File: config.mk
export PLATFORM = sky130hd
export DESIGN_NAME = reciprocal_sqrt_estimate
export DESIGN_NICKNAME = d
export VERILOG_FILES = /design/src/hdl/rse_pkg.sv /design/src/hdl/rse_classify.sv /design/src/hdl/rse_normalize.sv /design/src/hdl/rse_mantissa.sv /design/src/hdl/reciprocal_sqrt_estimate.sv
export SDC_FILE = /design/constraint.sdc
export NUM_CORES = 1
export LEC_CHECK = 0
export ABC_AREA = 0
export BUFFER_PORTS_ARGS = -buffer_cell sky130_fd_sc_hd__buf_2
export CAP_MARGIN = 0
export CORE_MARGIN = 1.5
export CORE_UTILIZATION = 39
export DETAILED_ROUTE_END_ITERATION = 8
export REMOVE_ABC_BUFFERS = 1
export SLEW_MARGIN = 25
export SYNTH_ARGS = -nofsm -noshare
export SYNTH_HDL_FRONTEND = slang
export SYNTH_SLANG_ARGS = --single-unit
File: constraint.sdc
create_clock -name clk -period 32.6 [get_ports clk]
set_input_delay 6.52 -clock clk [delete_from_list [all_inputs] [get_ports clk]]
set_output_delay 6.52 -clock clk [all_outputs]
set_load 0.03 [all_outputs]
File: src/hdl/rse_pkg.sv
package rse_pkg;

    localparam int OperandWidth = 64;
    localparam int FracWidth    = 52;
    localparam int ExpWidth     = 11;
    localparam int GroupWidth   = 13;
    localparam int GroupCount   = 4;
    localparam int LzWidth      = 6;
    localparam int BaseWidth    = 26;
    localparam int DecWidth     = 11;
    localparam int SlopeWidth   = 11;
    localparam int ProdWidth    = DecWidth + SlopeWidth;
    localparam int MantShift    = 26;

    localparam logic [ExpWidth-1:0]     ExpMax     = 11'h7FF;
    localparam logic [OperandWidth-1:0] QnanDefault = 64'h7FF8_0000_0000_0000;
    localparam logic [OperandWidth-1:0] QuietBit    = 64'h0008_0000_0000_0000;
    localparam logic [11:0]             ExpBias2    = 12'd3068;

    // stage A: classification and per-group leading zero counts
    typedef struct packed {
        logic                         special;
        logic [OperandWidth-1:0]      spec_val;
        logic                         is_den;
        logic [ExpWidth-1:0]          exp;
        logic [FracWidth-1:0]         frac;
        logic [GroupCount-1:0][3:0]   grp_cnt;
        logic [GroupCount-1:0]        grp_nz;
    } cls_t;

    // stage B: full leading zero count
    typedef struct packed {
        logic                    special;
        logic [OperandWidth-1:0] spec_val;
        logic                    is_den;
        logic [ExpWidth-1:0]     exp;
        logic [FracWidth-1:0]    frac;
        logic [LzWidth-1:0]      lz;
    } lz_t;

    // stage C: table index, slope and result exponent
    typedef struct packed {
        logic                    special;
        logic [OperandWidth-1:0] spec_val;
        logic [ExpWidth-1:0]     res_exp;
        logic [4:0]              idx;
        logic [SlopeWidth-1:0]   slope;
    } idx_t;

    // stage D: base value and slope product
    typedef struct packed {
        logic                    special;
        logic [OperandWidth-1:0] spec_val;
        logic [ExpWidth-1:0]     res_exp;
        logic [BaseWidth-1:0]    base;
        logic [ProdWidth-1:0]    prod;
    } prod_t;

    function automatic logic [3:0] lz13(input logic [GroupWidth-1:0] v);
        logic [3:0] cnt;
        logic       found;
        cnt   = 4'd0;
        found = 1'b0;
        for (int i = GroupWidth - 1; i >= 0; i--)
        begin
            if (!found)
            begin
                if (v[i])
                begin
                    found = 1'b1;
                end
                else
                begin
                    cnt = cnt + 4'd1;
                end
            end
        end
        return cnt;
    endfunction

    function automatic logic [BaseWidth-1:0] rom_base(input logic [4:0] idx);
        logic [BaseWidth-1:0] v;
        case (idx)
            5'd0:    v = 26'h1a7e800;
            5'd1:    v = 26'h17cb800;
            5'd2:    v = 26'h1552800;
            5'd3:    v = 26'h130c000;
            5'd4:    v = 26'h10f2000;
            5'd5:    v = 26'h0eff000;
            5'd6:    v = 26'h0d2e000;
            5'd7:    v = 26'h0b7c000;
            5'd8:    v = 26'h09e5000;
            5'd9:    v = 26'h0867000;
            5'd10:   v = 26'h06ff000;
            5'd11:   v = 26'h05ab800;
            5'd12:   v = 26'h046a000;
            5'd13:   v = 26'h0339800;
            5'd14:   v = 26'h0218800;
            5'd15:   v = 26'h0105800;
            5'd16:   v = 26'h3ffa000;
            5'd17:   v = 26'h3c29000;
            5'd18:   v = 26'h38aa000;
            5'd19:   v = 26'h3572000;
            5'd20:   v = 26'h3279000;
            5'd21:   v = 26'h2fb7000;
            5'd22:   v = 26'h2d26000;
            5'd23:   v = 26'h2ac0000;
            5'd24:   v = 26'h2881000;
            5'd25:   v = 26'h2665000;
            5'd26:   v = 26'h2468000;
            5'd27:   v = 26'h2287000;
            5'd28:   v = 26'h20c1000;
            5'd29:   v = 26'h1f12000;
            5'd30:   v = 26'h1d79000;
            default: v = 26'h1bf4000;
        endcase
        return v;
    endfunction

    function automatic logic [DecWidth-1:0] rom_dec(input logic [4:0] idx);
        logic [DecWidth-1:0] v;
        case (idx)
            5'd0:    v = 11'h568;
            5'd1:    v = 11'h4f3;
            5'd2:    v = 11'h48d;
            5'd3:    v = 11'h435;
            5'd4:    v = 11'h3e7;
            5'd5:    v = 11'h3a2;
            5'd6:    v = 11'h365;
            5'd7:    v = 11'h32e;
            5'd8:    v = 11'h2fc;
            5'd9:    v = 11'h2d0;
            5'd10:   v = 11'h2a8;
            5'd11:   v = 11'h283;
            5'd12:   v = 11'h261;
            5'd13:   v = 11'h243;
            5'd14:   v = 11'h226;
            5'd15:   v = 11'h20b;
            5'd16:   v = 11'h7a4;
            5'd17:   v = 11'h700;
            5'd18:   v = 11'h670;
            5'd19:   v = 11'h5f2;
            5'd20:   v = 11'h584;
            5'd21:   v = 11'h524;
            5'd22:   v = 11'h4cc;
            5'd23:   v = 11'h47e;
            5'd24:   v = 11'h43a;
            5'd25:   v = 11'h3fa;
            5'd26:   v = 11'h3c2;
            5'd27:   v = 11'h38e;
            5'd28:   v = 11'h35e;
            5'd29:   v = 11'h332;
            5'd30:   v = 11'h30a;
            default: v = 11'h2e6;
        endcase
        return v;
    endfunction

endpackage

File: src/hdl/rse_classify.sv
module rse_classify (
    input  logic                              clk,
    input  logic                              rst_n,
    input  logic                              en,
    input  logic                              in_valid,
    input  logic [rse_pkg::OperandWidth-1:0]  operand,
    output logic                              out_valid,
    output rse_pkg::cls_t                     out_data
);
    import rse_pkg::*;

    logic                    valid_reg;
    cls_t                    data_reg;
    cls_t                    data_next;
    logic                    sign;
    logic [ExpWidth-1:0]     exp;
    logic [FracWidth-1:0]    frac;

    assign sign = operand[OperandWidth-1];
    assign exp  = operand[FracWidth +: ExpWidth];
    assign frac = operand[FracWidth-1:0];

    always_comb
    begin
        data_next          = '0;
        data_next.is_den   = (exp == '0);
        data_next.exp      = exp;
        data_next.frac     = frac;
        data_next.special  = 1'b1;
        if (exp == '0 && frac == '0)
        begin
            // zero: infinity of the same sign
            data_next.spec_val = {sign, ExpMax, {FracWidth{1'b0}}};
        end
        else if (exp == ExpMax)
        begin
            if (frac == '0)
            begin
                data_next.spec_val = sign ? QnanDefault : '0;
            end
            else
            begin
                data_next.spec_val = operand | QuietBit;
            end
        end
        else if (sign)
        begin
            data_next.spec_val = QnanDefault;
        end
        else
        begin
            data_next.special = 1'b0;
        end
        for (int g = 0; g < GroupCount; g++)
        begin
            data_next.grp_cnt[g] = lz13(frac[FracWidth-1-GroupWidth*g -: GroupWidth]);
            data_next.grp_nz[g]  = |frac[FracWidth-1-GroupWidth*g -: GroupWidth];
        end
    end

    always_ff @(posedge clk or negedge rst_n)
    begin
        if (!rst_n)
        begin
            valid_reg <= 1'b0;
        end
        else if (en)
        begin
            valid_reg <= in_valid;
        end
    end

    always_ff @(posedge clk)
    begin
        if (en)
        begin
            data_reg <= data_next;
        end
    end

    assign out_valid = valid_reg;
    assign out_data  = data_reg;

endmodule

File: src/hdl/rse_normalize.sv
module rse_normalize (
    input  logic           clk,
    input  logic           rst_n,
    input  logic           en,
    input  logic           in_valid,
    input  rse_pkg::cls_t  in_data,
    output logic           out_valid,
    output rse_pkg::idx_t  out_data
);
    import rse_pkg::*;

    logic                  lz_valid_reg;
    lz_t                   lz_reg;
    lz_t                   lz_next;
    logic                  idx_valid_reg;
    idx_t                  idx_reg;
    idx_t                  idx_next;
    logic [FracWidth-1:0]  shifted;
    logic [11:0]           exp_diff;

    // merge group counts into the full leading zero count
    always_comb
    begin
        lz_next.special  = in_data.special;
        lz_next.spec_val = in_data.spec_val;
        lz_next.is_den   = in_data.is_den;
        lz_next.exp      = in_data.exp;
        lz_next.frac     = in_data.frac;
        if (in_data.grp_nz[0])
        begin
            lz_next.lz = {2'b00, in_data.grp_cnt[0]};
        end
        else if (in_data.grp_nz[1])
        begin
            lz_next.lz = LzWidth'(GroupWidth) + {2'b00, in_data.grp_cnt[1]};
        end
        else if (in_data.grp_nz[2])
        begin
            lz_next.lz = LzWidth'(2 * GroupWidth) + {2'b00, in_data.grp_cnt[2]};
        end
        else
        begin
            lz_next.lz = LzWidth'(3 * GroupWidth) + {2'b00, in_data.grp_cnt[3]};
        end
    end

    // shift the leading one of a denormal to the top bit; its exponent is -lz
    assign shifted = lz_reg.frac << lz_reg.lz;

    always_comb
    begin
        idx_next.special  = lz_reg.special;
        idx_next.spec_val = lz_reg.spec_val;
        if (lz_reg.is_den)
        begin
            exp_diff       = ExpBias2 + {6'd0, lz_reg.lz};
            idx_next.idx   = {exp_diff[0], shifted[FracWidth-2 -: 4]};
            idx_next.slope = shifted[FracWidth-6 -: SlopeWidth];
        end
        else
        begin
            exp_diff       = ExpBias2 - {1'b0, lz_reg.exp};
            idx_next.idx   = {exp_diff[0], lz_reg.frac[FracWidth-1 -: 4]};
            idx_next.slope = lz_reg.frac[FracWidth-5 -: SlopeWidth];
        end
        idx_next.res_exp = exp_diff[11:1];
    end

    always_ff @(posedge clk or negedge rst_n)
    begin
        if (!rst_n)
        begin
            lz_valid_reg  <= 1'b0;
            idx_valid_reg <= 1'b0;
        end
        else if (en)
        begin
            lz_valid_reg  <= in_valid;
            idx_valid_reg <= lz_valid_reg;
        end
    end

    always_ff @(posedge clk)
    begin
        if (en)
        begin
            lz_reg  <= lz_next;
            idx_reg <= idx_next;
        end
    end

    assign out_valid = idx_valid_reg;
    assign out_data  = idx_reg;

endmodule

File: src/hdl/rse_mantissa.sv
module rse_mantissa (
    input  logic                              clk,
    input  logic                              rst_n,
    input  logic                              en,
    input  logic                              in_valid,
    input  rse_pkg::idx_t                     in_data,
    output logic                              out_valid,
    output logic [rse_pkg::OperandWidth-1:0]  out_bits
);
    import rse_pkg::*;

    logic                    prod_valid_reg;
    prod_t                   prod_reg;
    prod_t                   prod_next;
    logic                    res_valid_reg;
    logic [OperandWidth-1:0] res_reg;
    logic [OperandWidth-1:0] res_next;
    logic [BaseWidth-1:0]    mant;

    always_comb
    begin
        prod_next.special  = in_data.special;
        prod_next.spec_val = in_data.spec_val;
        prod_next.res_exp  = in_data.res_exp;
        prod_next.base     = rom_base(in_data.idx);
        prod_next.prod     = rom_dec(in_data.idx) * in_data.slope;
    end

    // subtract the slope product from the base; wrap to the field width
    assign mant = prod_reg.base - {{(BaseWidth-ProdWidth){1'b0}}, prod_reg.prod};

    always_comb
    begin
        if (prod_reg.special)
        begin
            res_next = prod_reg.spec_val;
        end
        else
        begin
            res_next = {1'b0, prod_reg.res_exp, mant, {MantShift{1'b0}}};
        end
    end

    always_ff @(posedge clk or negedge rst_n)
    begin
        if (!rst_n)
        begin
            prod_valid_reg <= 1'b0;
            res_valid_reg  <= 1'b0;
        end
        else if (en)
        begin
            prod_valid_reg <= in_valid;
            res_valid_reg  <= prod_valid_reg;
        end
    end

    always_ff @(posedge clk)
    begin
        if (en)
        begin
            prod_reg <= prod_next;
            res_reg  <= res_next;
        end
    end

    assign out_valid = res_valid_reg;
    assign out_bits  = res_reg;

endmodule

File: src/hdl/reciprocal_sqrt_estimate.sv
// Reciprocal square root estimate in the frsqrte style: takes the raw bits of an
// IEEE double and returns the raw bits of an estimate of 1/sqrt(x). Zeros give
// infinity of the same sign, +inf gives +0, -inf and negative finite operands
// give the default quiet NaN, and a NaN comes back with its quiet bit set.
// Denormals are normalized before the table lookup. The pipeline has five
// register stages (classify, leading zero merge, shift and index, table and
// multiply, subtract and pack). The edge that takes a transaction loads the
// first stage, and its result is presented on m_tdata from the last stage.
// One operand is accepted every cycle while the output is not stalled. A stall on
// the output freezes the whole pipeline; s_tready is low only while a finished
// result waits on m_tready.
module reciprocal_sqrt_estimate (
    input  logic                              clk,
    input  logic                              rst_n,
    input  logic                              s_tvalid,
    output logic                              s_tready,
    input  logic [rse_pkg::OperandWidth-1:0]  s_tdata,   // [63:0] operand_bits
    output logic                              m_tvalid,
    input  logic                              m_tready,
    output logic [rse_pkg::OperandWidth-1:0]  m_tdata    // [63:0] estimate_bits
);
    import rse_pkg::*;

    logic  en;
    logic  cls_valid;
    cls_t  cls_data;
    logic  idx_valid;
    idx_t  idx_data;

    // advance unless the final stage holds a result nobody takes
    assign en       = !m_tvalid || m_tready;
    assign s_tready = en;

    rse_classify u_classify (
        .clk       (clk),
        .rst_n     (rst_n),
        .en        (en),
        .in_valid  (s_tvalid),
        .operand   (s_tdata),
        .out_valid (cls_valid),
        .out_data  (cls_data)
    );

    rse_normalize u_normalize (
        .clk       (clk),
        .rst_n     (rst_n),
        .en        (en),
        .in_valid  (cls_valid),
        .in_data   (cls_data),
        .out_valid (idx_valid),
        .out_data  (idx_data)
    );

    rse_mantissa u_mantissa (
        .clk       (clk),
        .rst_n     (rst_n),
        .en        (en),
        .in_valid  (idx_valid),
        .in_data   (idx_data),
        .out_valid (m_tvalid),
        .out_bits  (m_tdata)
    );

    // an ordinary estimate is positive with the low mantissa bits clear
    assert property (@(posedge clk) disable iff (!rst_n)
        m_tvalid && m_tdata[62:52] != ExpMax && m_tdata[62:52] != '0
        |-> !m_tdata[63] && m_tdata[25:0] == '0)
        else $error("ordinary estimate malformed");

    // a stall freezes the middle of the pipeline
    assert property (@(posedge clk) disable iff (!rst_n)
        !en |=> $stable(idx_valid) && $stable(cls_valid))
        else $error("pipeline moved during stall");

    // an accepted transaction is loaded into the first stage's valid
    assert property (@(posedge clk) disable iff (!rst_n)
        en && s_tvalid |=> cls_valid)
        else $error("accepted transaction lost in first stage");

endmodule
==> metrics <==
Final nets=2754; Final Hold Viols=0; Die H=280 um; CP Capture Type=output port; synth-to-layout area growth=12.3%; initial antenna violation count=4; first-pass GRT wire length=102 mm; Post-synth EDFFs=552; Synth Flop Type=edfxtp_1; GR met2 Demand/Resource=0.281; Post-Synthesis Cells=2368; CTS tree=built; normalized max-slew margin=0.269; H-Tree Depth=2; unrepaired setup endpoints after global routing=no; Avg Cell Area, Syn=12.6 um^2; grt ovf=0; Core ar.=75900 um^2; drt via density=5.15; Tmin final=13820 ps; most area-consuming cells after synthesis=edfxtp_1 (55%), ha_1 (5.5%), fa_1 (5.4%), and2_1 (2.9%), nand2_1 (2.9%); most frequent cells after synthesis=edfxtp_1 (552), nand2_1 (228), inv_1 (166); Die Wd=280 um; Clock Tree Buf Depth=3; Post-CTS Setup Bufs=0; crit path DAT=7300 ps; synthesis-stage register bit count=568; GRT busiest layer=met2; CTS resizes=0; final RePlAce weighted congestion=0.905; post-route ant nets=0; final WL=65.0 mm; CP Class=in -> out; HP Class=reg -> reg; highest clock rate=0.0724 GHz; clk sinks=568; number of global-route vias before repair=18167; CTS root buf=clkbuf_16; Mapped Area=29900 um^2; Detailed Route Iter0 Violations=1442; crit path max fanout=35; sequential area share after synthesis=0.566; largest net degree at the start of global routing=191; layout cells sized above 1=0.148; top cell type's share of synthesized area=0.554; overall global routing resource usage=0.166; status=completed; Worst Hold Path EP=u_mantissa.prod_reg[86]$_DFFE_PN_; hold path startpoint=u_normalize.out_data[54]$_DFFE_PN_; I/O Buffers=133; post-route setup TNS=0 ps; std cell rows=101; Worst R2R End=u_mantissa.prod_reg[21]$_DFFE_PN_; clock skew=26.8 ps; cts-stage hold buffer count=0; most frequent cell after synthesis=edfxtp_1; final worst path period share=0.424; io pins=134; FF-to-FF path depth=17; DRC Markers=0; CP required=26080 ps; DR pass1 iterations=7; clk slew on worst S/H paths=60 ps; synth warn=0; Post-synth ARST share=0.00880; Max Cap Viol=0; post-synth cell types=82; hpwl dp=46.8 mm; met1 Use GR=0.225; Max Slew Vio Count=0; FF-to-FF setup slack=26380 ps; via count=18288; CP startpoint kind=input port; Starting Density=0.394; die area=78300 um^2; worst skew pair latency=620 ps; largest area contributor in the netlist=edfxtp_1; Final setup viols=0; Inserted Clock Buffers=59; Worst Hold Depth=0; GR Util met3=0.0202; Largest register FFs=148; Worst Tran Pin Value=1070 ps; drt wl/cell=18.3 um
area by class of cell:
class                           instances  area (um^2)
Fill cell                            6896        42400
Sequential cell                       568        16900
Multi-Input combinational cell       1520        11900
Clock buffer                           64         1500
Tap cell                             1030         1290
Timing Repair Buffer                  156          858
Inverter                              169          634
Clock inverter                         46          458
Antenna cell                            1         2.50
how the worst max path moves through the flow:
stage               startpoint  endpoint  slack (ps)
finish                m_tready  s_tready       18780
global route          m_tready  s_tready       18720
CTS                   m_tready  s_tready       18770
detailed placement    m_tready  s_tready       18770
global placement      m_tready  s_tready       18800
floorplan             m_tready  register        5240
cells in the final DEF, fill, tap and decap left out, drive strengths merged, types with 13 or more instances in the layout:
cell type,n
nand2b,22
mux2i,43
xor2,30
mux2,61
nand3,27
o21ai,106
nand2,228
mux4,37
clkbuf,64
a211oi,17
o21a,17
fa,80
ha,132
nor2b,41
o211ai,15
edfxtp,552
a21oi,97
clkinv,31
nor3,37
nor2,126
buf,156
inv,173
or3,34
nor4,13
and2,139
xnor2,69
routing by layer:
metal	vias to the layer above	part of all wire	routed length [um]
li1	8734	-	-
met1	9098	0.45	29300
met2	360	0.49	31500
met3	94	0.038	2480
met4	2	0.026	1660
met5	-	0.00018	12
worst max-delay path, stage by stage:
cell	delay, ps
buf_2	80
nand2b_4	400
buf_2	290
cells by family (layout without fill, tap and decap cells):
family,count (synthesis),count (layout),share of synthesized area
buffers and inverters,280,435,0.0363
and+or+nand+nor,705,705,0.118
other,0,1,0
adders and majority gates,212,212,0.109
DFF,568,568,0.566
xor gates and xnor gates,99,99,0.0290
muxes,141,141,0.0652
AOI/OAI and AO/OA,363,363,0.0771
stage by stage:
stage	worst slack, ps	utilization	hold slack (ps)	instance area (um^2)	cells
final	18780	0.442	410	33600	3554
after global routing	18720	0.442	419	33600	3554
after CTS	18770	0.442	412	33600	3552
after detailed placement	18770	0.416	405	31600	3442
after global placement	18800	0.416	401	31600	3442
after floorplan	5240	-	400	29500	2257
Power is left out: the tool's default activity adds up to more than one toggle a clock period on the data nets, which glitch-free logic cannot reach.
